### src/rtl/bm3_pkg.sv
`default_nettype none

package bm3_pkg;

    // Line store geometry.
    localparam int MAX_WIDTH  = 1024;
    localparam int COL_W      = $clog2(MAX_WIDTH);
    localparam int WID_W      = COL_W + 1;
    localparam int MAX_HEIGHT = 1024;
    localparam int HGT_W      = 11;
    localparam int ROW_W      = 10;
    localparam int OUT_DIM_W  = 10;

    // Configuration port.
    localparam int CFG_IDX_W  = 2;
    localparam int CFG_DATA_W = 11;
    localparam int MASK_W     = 9;

    localparam logic [CFG_IDX_W-1:0] REG_MODE   = 2'd0;
    localparam logic [CFG_IDX_W-1:0] REG_MASK   = 2'd1;
    localparam logic [CFG_IDX_W-1:0] REG_WIDTH  = 2'd2;
    localparam logic [CFG_IDX_W-1:0] REG_HEIGHT = 2'd3;

    localparam logic MODE_DILATE = 1'b0;
    localparam logic MODE_ERODE  = 1'b1;

    localparam logic KIND_PIXEL = 1'b0;
    localparam logic KIND_DRAIN = 1'b1;

    // Window bit groups: bit 3*row+col, row 0 above, col 0 left.
    localparam logic [MASK_W-1:0] KEEP_LEFT_TWO   = 9'h0DB;
    localparam logic [MASK_W-1:0] TOP_ROW_BITS    = 9'h007;
    localparam logic [MASK_W-1:0] BOTTOM_ROW_BITS = 9'h1C0;
    localparam int                CENTRE_BIT      = 4;

    localparam logic [MASK_W-1:0]     MASK_RESET   = 9'h1FF;
    localparam logic [WID_W-1:0]      WIDTH_RESET  = WID_W'(MAX_WIDTH);
    localparam logic [HGT_W-1:0]      HEIGHT_RESET = HGT_W'(MAX_HEIGHT);

    typedef logic [COL_W-1:0] col_t;

    // Scan position flags handed from the counters to the window logic.
    typedef struct packed {
        logic step;        // item advances the scan
        logic col_zero;    // item lands in column zero
        logic restart;     // frame restarts after this cycle
        logic row_top;     // result row is the first row
        logic row_bottom;  // result row is the last row
    } bm3_scan_t;

    function automatic logic [WID_W-1:0] clamp_width(logic [CFG_DATA_W-1:0] v);
        logic [WID_W-1:0] r;
        if (v == '0) begin
            r = WID_W'(1);
        end else if (32'(v) > MAX_WIDTH) begin
            r = WID_W'(MAX_WIDTH);
        end else begin
            r = WID_W'(v);
        end
        return r;
    endfunction

    function automatic logic [HGT_W-1:0] clamp_height(logic [CFG_DATA_W-1:0] v);
        logic [HGT_W-1:0] r;
        if (v == '0) begin
            r = HGT_W'(1);
        end else if (32'(v) > MAX_HEIGHT) begin
            r = HGT_W'(MAX_HEIGHT);
        end else begin
            r = HGT_W'(v);
        end
        return r;
    endfunction

endpackage

`default_nettype wire

### src/rtl/bm3_line_buf.sv
`default_nettype none

// Two line stores held as one two-bit wide memory: bit 1 is the upper line,
// bit 0 the lower line. Read data is registered, with write-to-read bypass.
module bm3_line_buf (
    input  wire logic                aclk,
    input  wire logic                wr_en,
    input  wire bm3_pkg::col_t       wr_addr,
    input  wire logic [1:0]          wr_data,
    input  wire bm3_pkg::col_t       rd_addr,
    output logic [1:0]               rd_data
);
    import bm3_pkg::*;

    logic [1:0] mem [MAX_WIDTH];
    logic [1:0] rd_data_reg;

    always_ff @(posedge aclk) begin
        if (wr_en) begin
            mem[wr_addr] <= wr_data;
        end
    end

    always_ff @(posedge aclk) begin
        if (wr_en && (wr_addr == rd_addr)) begin
            rd_data_reg <= wr_data;
        end else begin
            rd_data_reg <= mem[rd_addr];
        end
    end

    assign rd_data = rd_data_reg;

endmodule

`default_nettype wire

### src/rtl/bm3_scan_ctrl.sv
`default_nettype none

// Input and output raster counters, result release and end of frame.
module bm3_scan_ctrl (
    input  wire logic                         aclk,
    input  wire logic                         aresetn,
    input  wire logic                         cfg_restart,
    input  wire logic                         accept,
    input  wire logic                         kind,
    input  wire logic                         pixel,
    input  wire logic [bm3_pkg::WID_W-1:0]    width,
    input  wire logic [bm3_pkg::HGT_W-1:0]    height,
    output bm3_pkg::col_t                     rd_addr,
    output bm3_pkg::col_t                     wr_addr,
    output logic                              pix_eff,
    output bm3_pkg::bm3_scan_t                scan,
    output logic                              emit,
    output logic                              last,
    output bm3_pkg::col_t                     out_col,
    output logic [bm3_pkg::ROW_W-1:0]         out_row
);
    import bm3_pkg::*;

    col_t             in_col_reg,  in_col_next;
    logic [HGT_W-1:0] in_row_reg,  in_row_next;
    col_t             out_col_reg, out_col_next;
    logic [ROW_W-1:0] out_row_reg, out_row_next;

    logic             frame_in;
    logic             step;
    logic [WID_W-1:0] col_inc;
    logic             col_wrap;
    logic [WID_W-1:0] ocol_inc;
    logic             ocol_wrap;
    logic [HGT_W-1:0] orow_inc;
    logic             row_bottom;
    logic             frame_done;

    assign frame_in   = in_row_reg < height;
    // A drain word while pixels are still due is dropped entirely.
    assign step       = accept && !((kind == KIND_DRAIN) && frame_in);
    assign pix_eff    = (kind == KIND_PIXEL) && frame_in && pixel;

    assign col_inc    = WID_W'(in_col_reg) + WID_W'(1);
    assign col_wrap   = col_inc >= width;
    assign ocol_inc   = WID_W'(out_col_reg) + WID_W'(1);
    assign ocol_wrap  = ocol_inc >= width;
    assign orow_inc   = HGT_W'(out_row_reg) + HGT_W'(1);
    assign row_bottom = orow_inc >= height;

    // Results start once one full row plus one pixel has arrived.
    assign emit = step && ((in_row_reg >= HGT_W'(2)) ||
                           ((in_row_reg == HGT_W'(1)) && (in_col_reg != '0)));
    assign last       = row_bottom && ocol_wrap;
    assign frame_done = emit && last;

    always_comb begin
        in_col_next  = in_col_reg;
        in_row_next  = in_row_reg;
        out_col_next = out_col_reg;
        out_row_next = out_row_reg;
        if (cfg_restart || frame_done) begin
            in_col_next  = '0;
            in_row_next  = '0;
            out_col_next = '0;
            out_row_next = '0;
        end else if (step) begin
            if (col_wrap) begin
                in_col_next = '0;
                in_row_next = in_row_reg + HGT_W'(1);
            end else begin
                in_col_next = col_inc[COL_W-1:0];
            end
            if (emit) begin
                if (ocol_wrap) begin
                    out_col_next = '0;
                    out_row_next = out_row_reg + ROW_W'(1);
                end else begin
                    out_col_next = ocol_inc[COL_W-1:0];
                end
            end
        end
    end

    always_ff @(posedge aclk) begin
        if (!aresetn) begin
            in_col_reg  <= '0;
            in_row_reg  <= '0;
            out_col_reg <= '0;
            out_row_reg <= '0;
        end else begin
            in_col_reg  <= in_col_next;
            in_row_reg  <= in_row_next;
            out_col_reg <= out_col_next;
            out_row_reg <= out_row_next;
        end
    end

    assign rd_addr = in_col_next;
    assign wr_addr = in_col_reg;
    assign out_col = out_col_reg;
    assign out_row = out_row_reg;

    assign scan.step       = step;
    assign scan.col_zero   = (in_col_reg == '0);
    assign scan.restart    = cfg_restart || frame_done;
    assign scan.row_top    = (out_row_reg == '0);
    assign scan.row_bottom = row_bottom;

endmodule

`default_nettype wire

### src/rtl/bm3_window_eval.sv
`default_nettype none

// 3x3 window register and the dilate / erode decision.
module bm3_window_eval (
    input  wire logic                          aclk,
    input  wire logic                          aresetn,
    input  wire bm3_pkg::bm3_scan_t            scan,
    input  wire logic                          up,
    input  wire logic                          lo,
    input  wire logic                          pix,
    input  wire logic                          mode,
    input  wire logic [bm3_pkg::MASK_W-1:0]    mask,
    output logic                               pixel_out
);
    import bm3_pkg::*;

    logic [MASK_W-1:0] win_reg, win_next;
    logic [MASK_W-1:0] shifted;
    logic [MASK_W-1:0] newcol;
    logic [MASK_W-1:0] merged;
    logic [MASK_W-1:0] eval_win;
    logic [MASK_W-1:0] masked;
    logic [MASK_W-1:0] hits;

    assign shifted = (win_reg >> 1) & KEEP_LEFT_TWO;
    assign newcol  = {pix, 2'b00, lo, 2'b00, up, 2'b00};
    assign merged  = shifted | newcol;

    // At column zero the result belongs to the previous row's last pixel,
    // whose right-hand column lies outside the frame.
    assign eval_win = scan.col_zero ? shifted : merged;

    always_comb begin
        win_next = win_reg;
        if (scan.restart) begin
            win_next = '0;
        end else if (scan.step) begin
            win_next = scan.col_zero ? newcol : merged;
        end
    end

    always_ff @(posedge aclk) begin
        if (!aresetn) begin
            win_reg <= '0;
        end else begin
            win_reg <= win_next;
        end
    end

    always_comb begin
        masked = eval_win;
        if (scan.row_top) begin
            masked = masked & ~TOP_ROW_BITS;
        end
        if (scan.row_bottom) begin
            masked = masked & ~BOTTOM_ROW_BITS;
        end
    end

    assign hits = masked & mask;

    always_comb begin
        case (mode)
            MODE_DILATE: pixel_out = (hits != '0);
            MODE_ERODE:  pixel_out = (hits == mask) && masked[CENTRE_BIT];
            default:     pixel_out = 1'b0;
        endcase
    end

endmodule

`default_nettype wire

### src/rtl/binary_morphology_3x3.sv
// Results: a result word is valid in the cycle after the input word that releases it;
// results trail the pixels by one image row plus one pixel, drained by drain words.
// Throughput: one input word and one result word per cycle while no result word is stalled,
// set by the single registered pass from the line store read register to the result register.
// Reset: synchronous, active low; clears configuration to defaults, the counters,
// the window and the result valid. Line store contents are not cleared.
`default_nettype none

module binary_morphology_3x3 (
    input  wire logic                              aclk,
    input  wire logic                              aresetn,
    // Configuration write port.
    input  wire logic                              cfg_we,
    input  wire logic [bm3_pkg::CFG_IDX_W-1:0]     cfg_idx,
    input  wire logic [bm3_pkg::CFG_DATA_W-1:0]    cfg_wdata,
    // Input stream.
    input  wire logic                              s_tvalid,
    output logic                                   s_tready,
    input  wire logic [7:0]                        s_tdata,  // [0] pixel_in
    input  wire logic                              s_tuser,  // kind
    // Result stream.
    output logic                                   m_tvalid,
    input  wire logic                              m_tready,
    output logic [23:0]                            m_tdata,  // [0] pixel_out, [10:1] out_col,
                                                             // [20:11] out_row
    output logic                                   m_tlast   // frame_last
);
    import bm3_pkg::*;

    // Configuration registers. Geometry is stored already clamped to its
    // legal range, so the datapath never sees a zero or oversized value.
    logic              mode_reg;
    logic [MASK_W-1:0] mask_reg;
    logic [WID_W-1:0]  width_reg;
    logic [HGT_W-1:0]  height_reg;
    logic              cfg_restart;

    // A write to either geometry register starts a fresh frame.
    assign cfg_restart = cfg_we && ((cfg_idx == REG_WIDTH) || (cfg_idx == REG_HEIGHT));

    always_ff @(posedge aclk) begin
        if (!aresetn) begin
            mode_reg   <= MODE_DILATE;
            mask_reg   <= MASK_RESET;
            width_reg  <= WIDTH_RESET;
            height_reg <= HEIGHT_RESET;
        end else if (cfg_we) begin
            case (cfg_idx)
                REG_MODE:   mode_reg   <= cfg_wdata[0];
                REG_MASK:   mask_reg   <= cfg_wdata[MASK_W-1:0];
                REG_WIDTH:  width_reg  <= clamp_width(cfg_wdata);
                REG_HEIGHT: height_reg <= clamp_height(cfg_wdata);
                default:    mode_reg   <= mode_reg;
            endcase
        end
    end

    // The result register frees itself whenever the downstream side takes
    // the word, so a new input word is taken in the same cycle.
    logic m_tvalid_reg;
    logic accept;

    assign s_tready = !m_tvalid_reg || m_tready;
    assign accept   = s_tvalid && s_tready;

    // Raster counters.
    col_t              rd_addr;
    col_t              wr_addr;
    logic              pix_eff;
    bm3_scan_t         scan;
    logic              emit;
    logic              last;
    col_t              out_col;
    logic [ROW_W-1:0]  out_row;

    bm3_scan_ctrl u_scan (
        .aclk        (aclk),
        .aresetn     (aresetn),
        .cfg_restart (cfg_restart),
        .accept      (accept),
        .kind        (s_tuser),
        .pixel       (s_tdata[0]),
        .width       (width_reg),
        .height      (height_reg),
        .rd_addr     (rd_addr),
        .wr_addr     (wr_addr),
        .pix_eff     (pix_eff),
        .scan        (scan),
        .emit        (emit),
        .last        (last),
        .out_col     (out_col),
        .out_row     (out_row)
    );

    // Line stores. The read for the next column is issued ahead from the next counter
    // value into the read register, so the two older rows of the current column are
    // ready when the word arrives. Each pixel moves the lower line into the upper one.
    logic [1:0] lines;

    bm3_line_buf u_lines (
        .aclk    (aclk),
        .wr_en   (scan.step),
        .wr_addr (wr_addr),
        .wr_data ({lines[0], pix_eff}),
        .rd_addr (rd_addr),
        .rd_data (lines)
    );

    // Window and morphology decision.
    logic pixel_out;

    bm3_window_eval u_eval (
        .aclk      (aclk),
        .aresetn   (aresetn),
        .scan      (scan),
        .up        (lines[1]),
        .lo        (lines[0]),
        .pix       (pix_eff),
        .mode      (mode_reg),
        .mask      (mask_reg),
        .pixel_out (pixel_out)
    );

    // Result register.
    logic                 pixel_out_reg;
    logic [OUT_DIM_W-1:0] out_col_reg;
    logic [OUT_DIM_W-1:0] out_row_reg;
    logic                 last_reg;

    always_ff @(posedge aclk) begin
        if (!aresetn) begin
            m_tvalid_reg <= 1'b0;
        end else if (accept) begin
            m_tvalid_reg <= emit;
        end else if (m_tready) begin
            m_tvalid_reg <= 1'b0;
        end
    end

    always_ff @(posedge aclk) begin
        if (accept && emit) begin
            pixel_out_reg <= pixel_out;
            out_col_reg   <= OUT_DIM_W'(out_col);
            out_row_reg   <= OUT_DIM_W'(out_row);
            last_reg      <= last;
        end
    end

    assign m_tvalid = m_tvalid_reg;
    assign m_tdata  = {3'b000, out_row_reg, out_col_reg, pixel_out_reg};
    assign m_tlast  = last_reg;

endmodule

`default_nettype wire

### config.mk
export PLATFORM = sky130hd
export DESIGN_NAME = binary_morphology_3x3
export DESIGN_NICKNAME = d
export VERILOG_FILES = /design/src/rtl/bm3_pkg.sv /design/src/rtl/bm3_line_buf.sv /design/src/rtl/bm3_scan_ctrl.sv /design/src/rtl/bm3_window_eval.sv /design/src/rtl/binary_morphology_3x3.sv
export SDC_FILE = /design/constraint.sdc
export NUM_CORES = 2
export LEC_CHECK = 0
export ABC_CLOCK_PERIOD_IN_PS = 33400
export BUFFER_PORTS_ARGS = -buffer_cell sky130_fd_sc_hd__buf_2
export CORE_ASPECT_RATIO = 0.7
export CORE_UTILIZATION = 48
export CTS_CLUSTER_SIZE = 30
export DETAILED_ROUTE_END_ITERATION = 16
export SLEW_MARGIN = 10
export SYNTH_ARGS = -nofsm -noshare
export SYNTH_HDL_FRONTEND = slang
export SYNTH_SLANG_ARGS = --single-unit
### constraint.sdc
create_clock -name aclk -period 33.4 [get_ports aclk]
set_input_delay 0 -clock aclk [delete_from_list [all_inputs] [get_ports aclk]]
set_output_delay 0 -clock aclk [all_outputs]
set_load 0.05 [all_outputs]
[Word level (Yosys, flattened, before mapping)]
Memories as Yosys holds them, arrays and structs flattened. A register that Yosys moved wholly into a read port is not among the register bits.
Index checks and enable logic that the tools add are counted.
Cells by class
  $add $sub $neg: 5
  $lt $le $gt $ge: 6
  equal/unequal tests: 5
  muxes and demuxes: 15
  bitwise gates (word level): 5
  reduce and logical (&&, ||, !) cells: 33
Operators by type and width (number)
  $mux 10: 4
  $add 10x1->11 const B: 3
  $ge 11x11->1: 3
  $mux 9: 3
  $mux 11: 2
  $logic_not 10->1: 2
  $logic_and 1x1->1: 12
  $reduce_and 2->1: 6
  $add 11x1->11 const B: 1
  $eq 11x1->1 const B: 1
  $ge 11x2->1 const B: 1
  $gt 11x11->1 const B: 1
  $logic_not 11->1: 1
  $lt 11x11->1: 1
  $add 10x1->10 const B: 1
  $reduce_bool 10->1: 1
  $and 9x9->9: 1
  $eq 9x9->1: 1
  $or 8x9->9: 1
  $reduce_bool 9->1: 1
  $eq 2x2->1 const B: 2
  $logic_or 1x1->1: 4
  $mux 1: 4
  $mux 3: 1
  other kinds (8): 11
Storage, ports and cells
  bits in registers: 105
  RAM bits: 2048
  input bits: 27
  output and inout port bits: 27
  word-level logic and storage cells: 84
  memories: 1
Memory list
  u_lines.mem: depth 1024, width 2, rd ports 1, clocked after memory_dff 1, write ports 1, line bm3_line_buf.sv:15  | logic [1:0] mem [MAX_WIDTH];

[Logic depth before layout (Yosys ltp)]
  depth after elaboration: 11
  mapped depth: 17
  gate-level depth less buffers: 14

[Modules after synthesis]
From an unflattened synthesis, not the netlist that was laid out.
Unflattened totals
  cells, all modules: 5472
  area, all modules: 89896.2 um^2
Modules (own cells, without submodules)
  bm3_line_buf: times used 1, cells each 4801, area each 83918.0 um^2, seq. area each 61699.2 um^2
  bm3_scan_ctrl: times used 1, cells each 448, area each 3544.6 um^2, seq. area each 820.8 um^2
  binary_morphology_3x3: times used 1, cells each 175, area each 2048.2 um^2, seq. area each 1321.3 um^2
  bm3_window_eval: times used 1, cells each 48, area each 385.4 um^2, seq. area each 120.1 um^2

[Worst setup path after synthesis]
OpenSTA, ideal clock, no wires.
  path type: register -> register
  start: reg height_reg[8]
  end: mem u_lines.mem[0][0] (data pin)
  library setup time: 2844 ps
  data arrival time: 14256 ps
  required time: 30556 ps
  slack: 16300 ps
  cell stages (with the launch flop): 7
  buffers on the path: 0
  period minus slack after synthesis: 17100 ps
  cell sequence: dfxtp_1 > inv_1 > ha_1 > a211o_1 > or2_2 > a41oi_1 > o2111a_1
Between the ends
  word-level cells in the longest chain between the ends: 3
Ends and longest elaborated chain
  start, declared: line binary_morphology_3x3.sv:35  | logic [HGT_W-1:0] height_reg;
  start signal, assigned: line binary_morphology_3x3.sv:52  | REG_HEIGHT: height_reg <= clamp_height(cfg_wdata);
  $lt 11x11->1: line bm3_scan_ctrl.sv:39  | assign frame_in = in_row_reg < height;
  $logic_and 1x1->1 (2 in series): line bm3_scan_ctrl.sv:42  | assign pix_eff = (kind == KIND_PIXEL) && frame_in && pixel;
  net pix_eff: line binary_morphology_3x3.sv:69  | logic pix_eff;
  end, declared: line bm3_line_buf.sv:15
The timed path passes the listed nets, and every way through them passes these cells.

==> flow_metrics.py <==
metrics = {
    "worst_setup_path": {
        "path_class": "register to register",
        "crit_fanout": 107,
        "critPathCaptureType": "register",
        "critPathLaunchType": "register",
        "crit_required_ps": 33890,
        "crit_arrival_ps": 9690,
    },
    "synthesis": {
        "async_flop_share_pct": 0,
        "synth_top_area_share_pct": 69.4,
        "ys_warn_count": 0,
        "synth_edf_count": 2070,
        "synth_area_leader_cell": "edfxtp_1",
        "synth_common_cells": "2070 x edfxtp_1, 1122 x nor2_1, 475 x mux4_2",
        "synth_cell_type_count": 72,
        "synthCells": 5404,
        "syn_area_sq_um": 89600,
        "synth.area.top_cells": "edfxtp_1 69%, mux4_2 12%, nor2_1 4.7%",
        "post-synth-top-count-cell": "edfxtp_1",
        "synth_top_flop_cell": "edfxtp_1",
        "avgSynthCellArea_sq_um": 16.6,
        "yosysSeqAreaShare_pct": 71.4,
        "synth.ff_latch_count": 2160,
    },
    "clocking": {
        "htree_levels": 4,
        "hold_buffers": 57,
        "cts.sinks": 2160,
        "root_buffer": "clkbuf_16",
        "cts_resized": 0,
        "clk_latency_ps": 850,
        "clk_path_buf_depth": 4,
        "post_cts.repair.setup_buffers": 0,
        "tritoncts": "built",
        "path_clk_slew_ps": 70,
        "cts_made_buffers": 204,
    },
    "finish": {
        "drive_gt1_share_pct": 18.5,
        "nNetsFinal": 5538,
        "fill_cells": 14740,
        "regMostFlops": "u_lines.mem",
        "syn_to_final_growth_pct": 10.5,
        "largest_reg_flops": 2048,
    },
    "placement": {
        "portBuffers": 43,
        "hpwlAfterDp_um": 156000,
        "gp_congestion": 0.890,
    },
    "power": {
        "total_power_mw": 5.48,
        "swShare_pct": 21.4,
        "p_per_area_nw_per_um2": 55.4,
        "internal_power_mw": 4.31,
        "pwr-share-seq_pct": 54.7,
        "power_frac_clock_pct": 40.6,
        "p_sw_mw": 1.17,
        "peakVddDrop_mv": 0.0431,
        "power_leakage_nw": 29.6,
        "combPwrFrac_pct": 4.7,
    },
    "timing": {
        "fmaxAchievable_mhz": 109,
        "rsz0062_at_grt": "false",
        "hold_viol_final": 0,
        "setup_viol": 0,
        "skew_ps": 44.7,
        "worst_pin_slew_ps": 1470,
        "tns_ps": 0,
        "finalCritPeriodShare_pct": 27.6,
        "report.final.slew_viol_count": 0,
        "period_minus_slack_ps": 9200,
        "maxSlewHeadroom_pct": 0.416,
    },
    "drt": {
        "dr_total_vias": 52171,
        "ant_nets": 0,
        "drc": 0,
        "drt_iter0_markers": 8105,
        "via_per_inst": 6.45,
        "dr.pass1.iters": 8,
        "wl_um": 270000,
        "avgRoutedWirePerCell_um": 33.4,
    },
    "flow_run": {
        "maxCapViolCount": 1,
    },
    "global_route": {
        "grt_pass1_vias": 49913,
        "grt-ovfl-total": 0,
        "antenna_found_initial": 15,
        "grt_pass1_wl_um": 379000,
        "track_usage_pct": 28.5,
        "grt_max_degree": 232,
    },
    "floorplanning": {
        "core_sq_um": 185000,
        "die_x_um": 518,
        "rows": 132,
        "die_area_sq_um": 188000,
        "num_io_pins": 54,
        "start_util_pct": 48.4,
        "die_h_um": 363,
    },
    "min_path": {
        "hold_class": "input port to register",
    },
    "run_status": {
        "failed_checks": "capacitance limit",
        "outcome": "complete, but fails checks",
    },
}
==> power groups by stage <==
stage	combinational, mW	sequential, mW	clock (mW)
5_1_grt	0.271	3.00	2.35
3_3_place_gp	0.249	3.06	0
2_1_floorplan	0.178	3.14	0
3_5_place_dp	0.251	3.06	0
4_1_cts	0.255	3.00	2.25
6_report	0.255	3.00	2.23
==> cells by family (layout without fill, tap and decap cells) <==
kind of cell	count (synthesis)	after routing	synth area share, %
simple gates	1680	1680	7.92
xor+xnor	40	40	0.391
fa+ha+maj	53	53	0.740
buf+inv	452	649	2.60
flops	2160	2160	71.4
compound gates	382	382	3.02
other cells	1	5	0.00419
mux	636	636	13.9
==> worst paths after layout <==
kind,to,slack (ps),cells past startpoint,from
min,height_reg[7]$_SDFFE_PN0P_,180,5,cfg_wdata[7]
min reg2reg,height_reg[6]$_SDFFE_PN0P_,470,2,height_reg[6]$_SDFFE_PN0P_
max reg2reg,u_lines.mem[441][1]$_DFFE_PP_,24200,14,register
max,u_lines.mem[441][1]$_DFFE_PP_,24200,14,register
==> placed cells by master, fill, tap and decap left out, drive strengths merged, types with 54 or more instances in the layout <==
cell         instances
buf                198
dlygate4sd3         57
clkinv              81
a22oi               60
dfxtp               90
mux4               483
nand2              206
clkbuf             248
mux2i              131
edfxtp            2070
nor2              1122
a21oi               54
nand3               84
==> layout make-up <==
cell class	count	area [sq um]	area share, %
flip-flops and latches	2160	64000	64.6
multi-input cells	2794	23600	23.8
clock buffers	248	5330	5.39
well taps	2479	3100	3.13
repair buffers	255	2010	2.03
clock inverters	103	812	0.820
inverters	43	161	0.163
diodes	2	5.00	0.00506
==> per-layer routing <==
| layer | GRT usage (%) | wire length (um) |
|---|---|---|
| met4 | 6.32 | 6210 |
| met1 | 43.0 | 112000 |
| met3 | 8.09 | 34600 |
| met2 | 40.8 | 116000 |
| met5 | 1.95 | 594 |
==> through the flow <==
stage	util, %	worst slack [ps]	std cells	area (sq um)	hold WS (ps)
after floorplan	-	16300	5406	89600	124
after global placement	49.8	24130	7674	92200	267
after detailed placement	49.8	24110	7674	92200	270
after CTS	53.5	24040	8082	99000	124
after global routing	53.5	23590	8082	99000	192
final	53.5	24200	8084	99000	184
==> critical path: stages (launching register included) <==
cell	delay, ps
dfxtp_4	770
buf_4	730
buf_4	600
buf_4	730
mux4_2	380
nor2_1	50
nor2_1	430
o21ai_0	180
a2111oi_0	780
or4_1	370
a31oi_1	170
nand4_4	620
buf_4	980
buf_4	950
buf_4	790
Power figures use the tool's default switching activity.
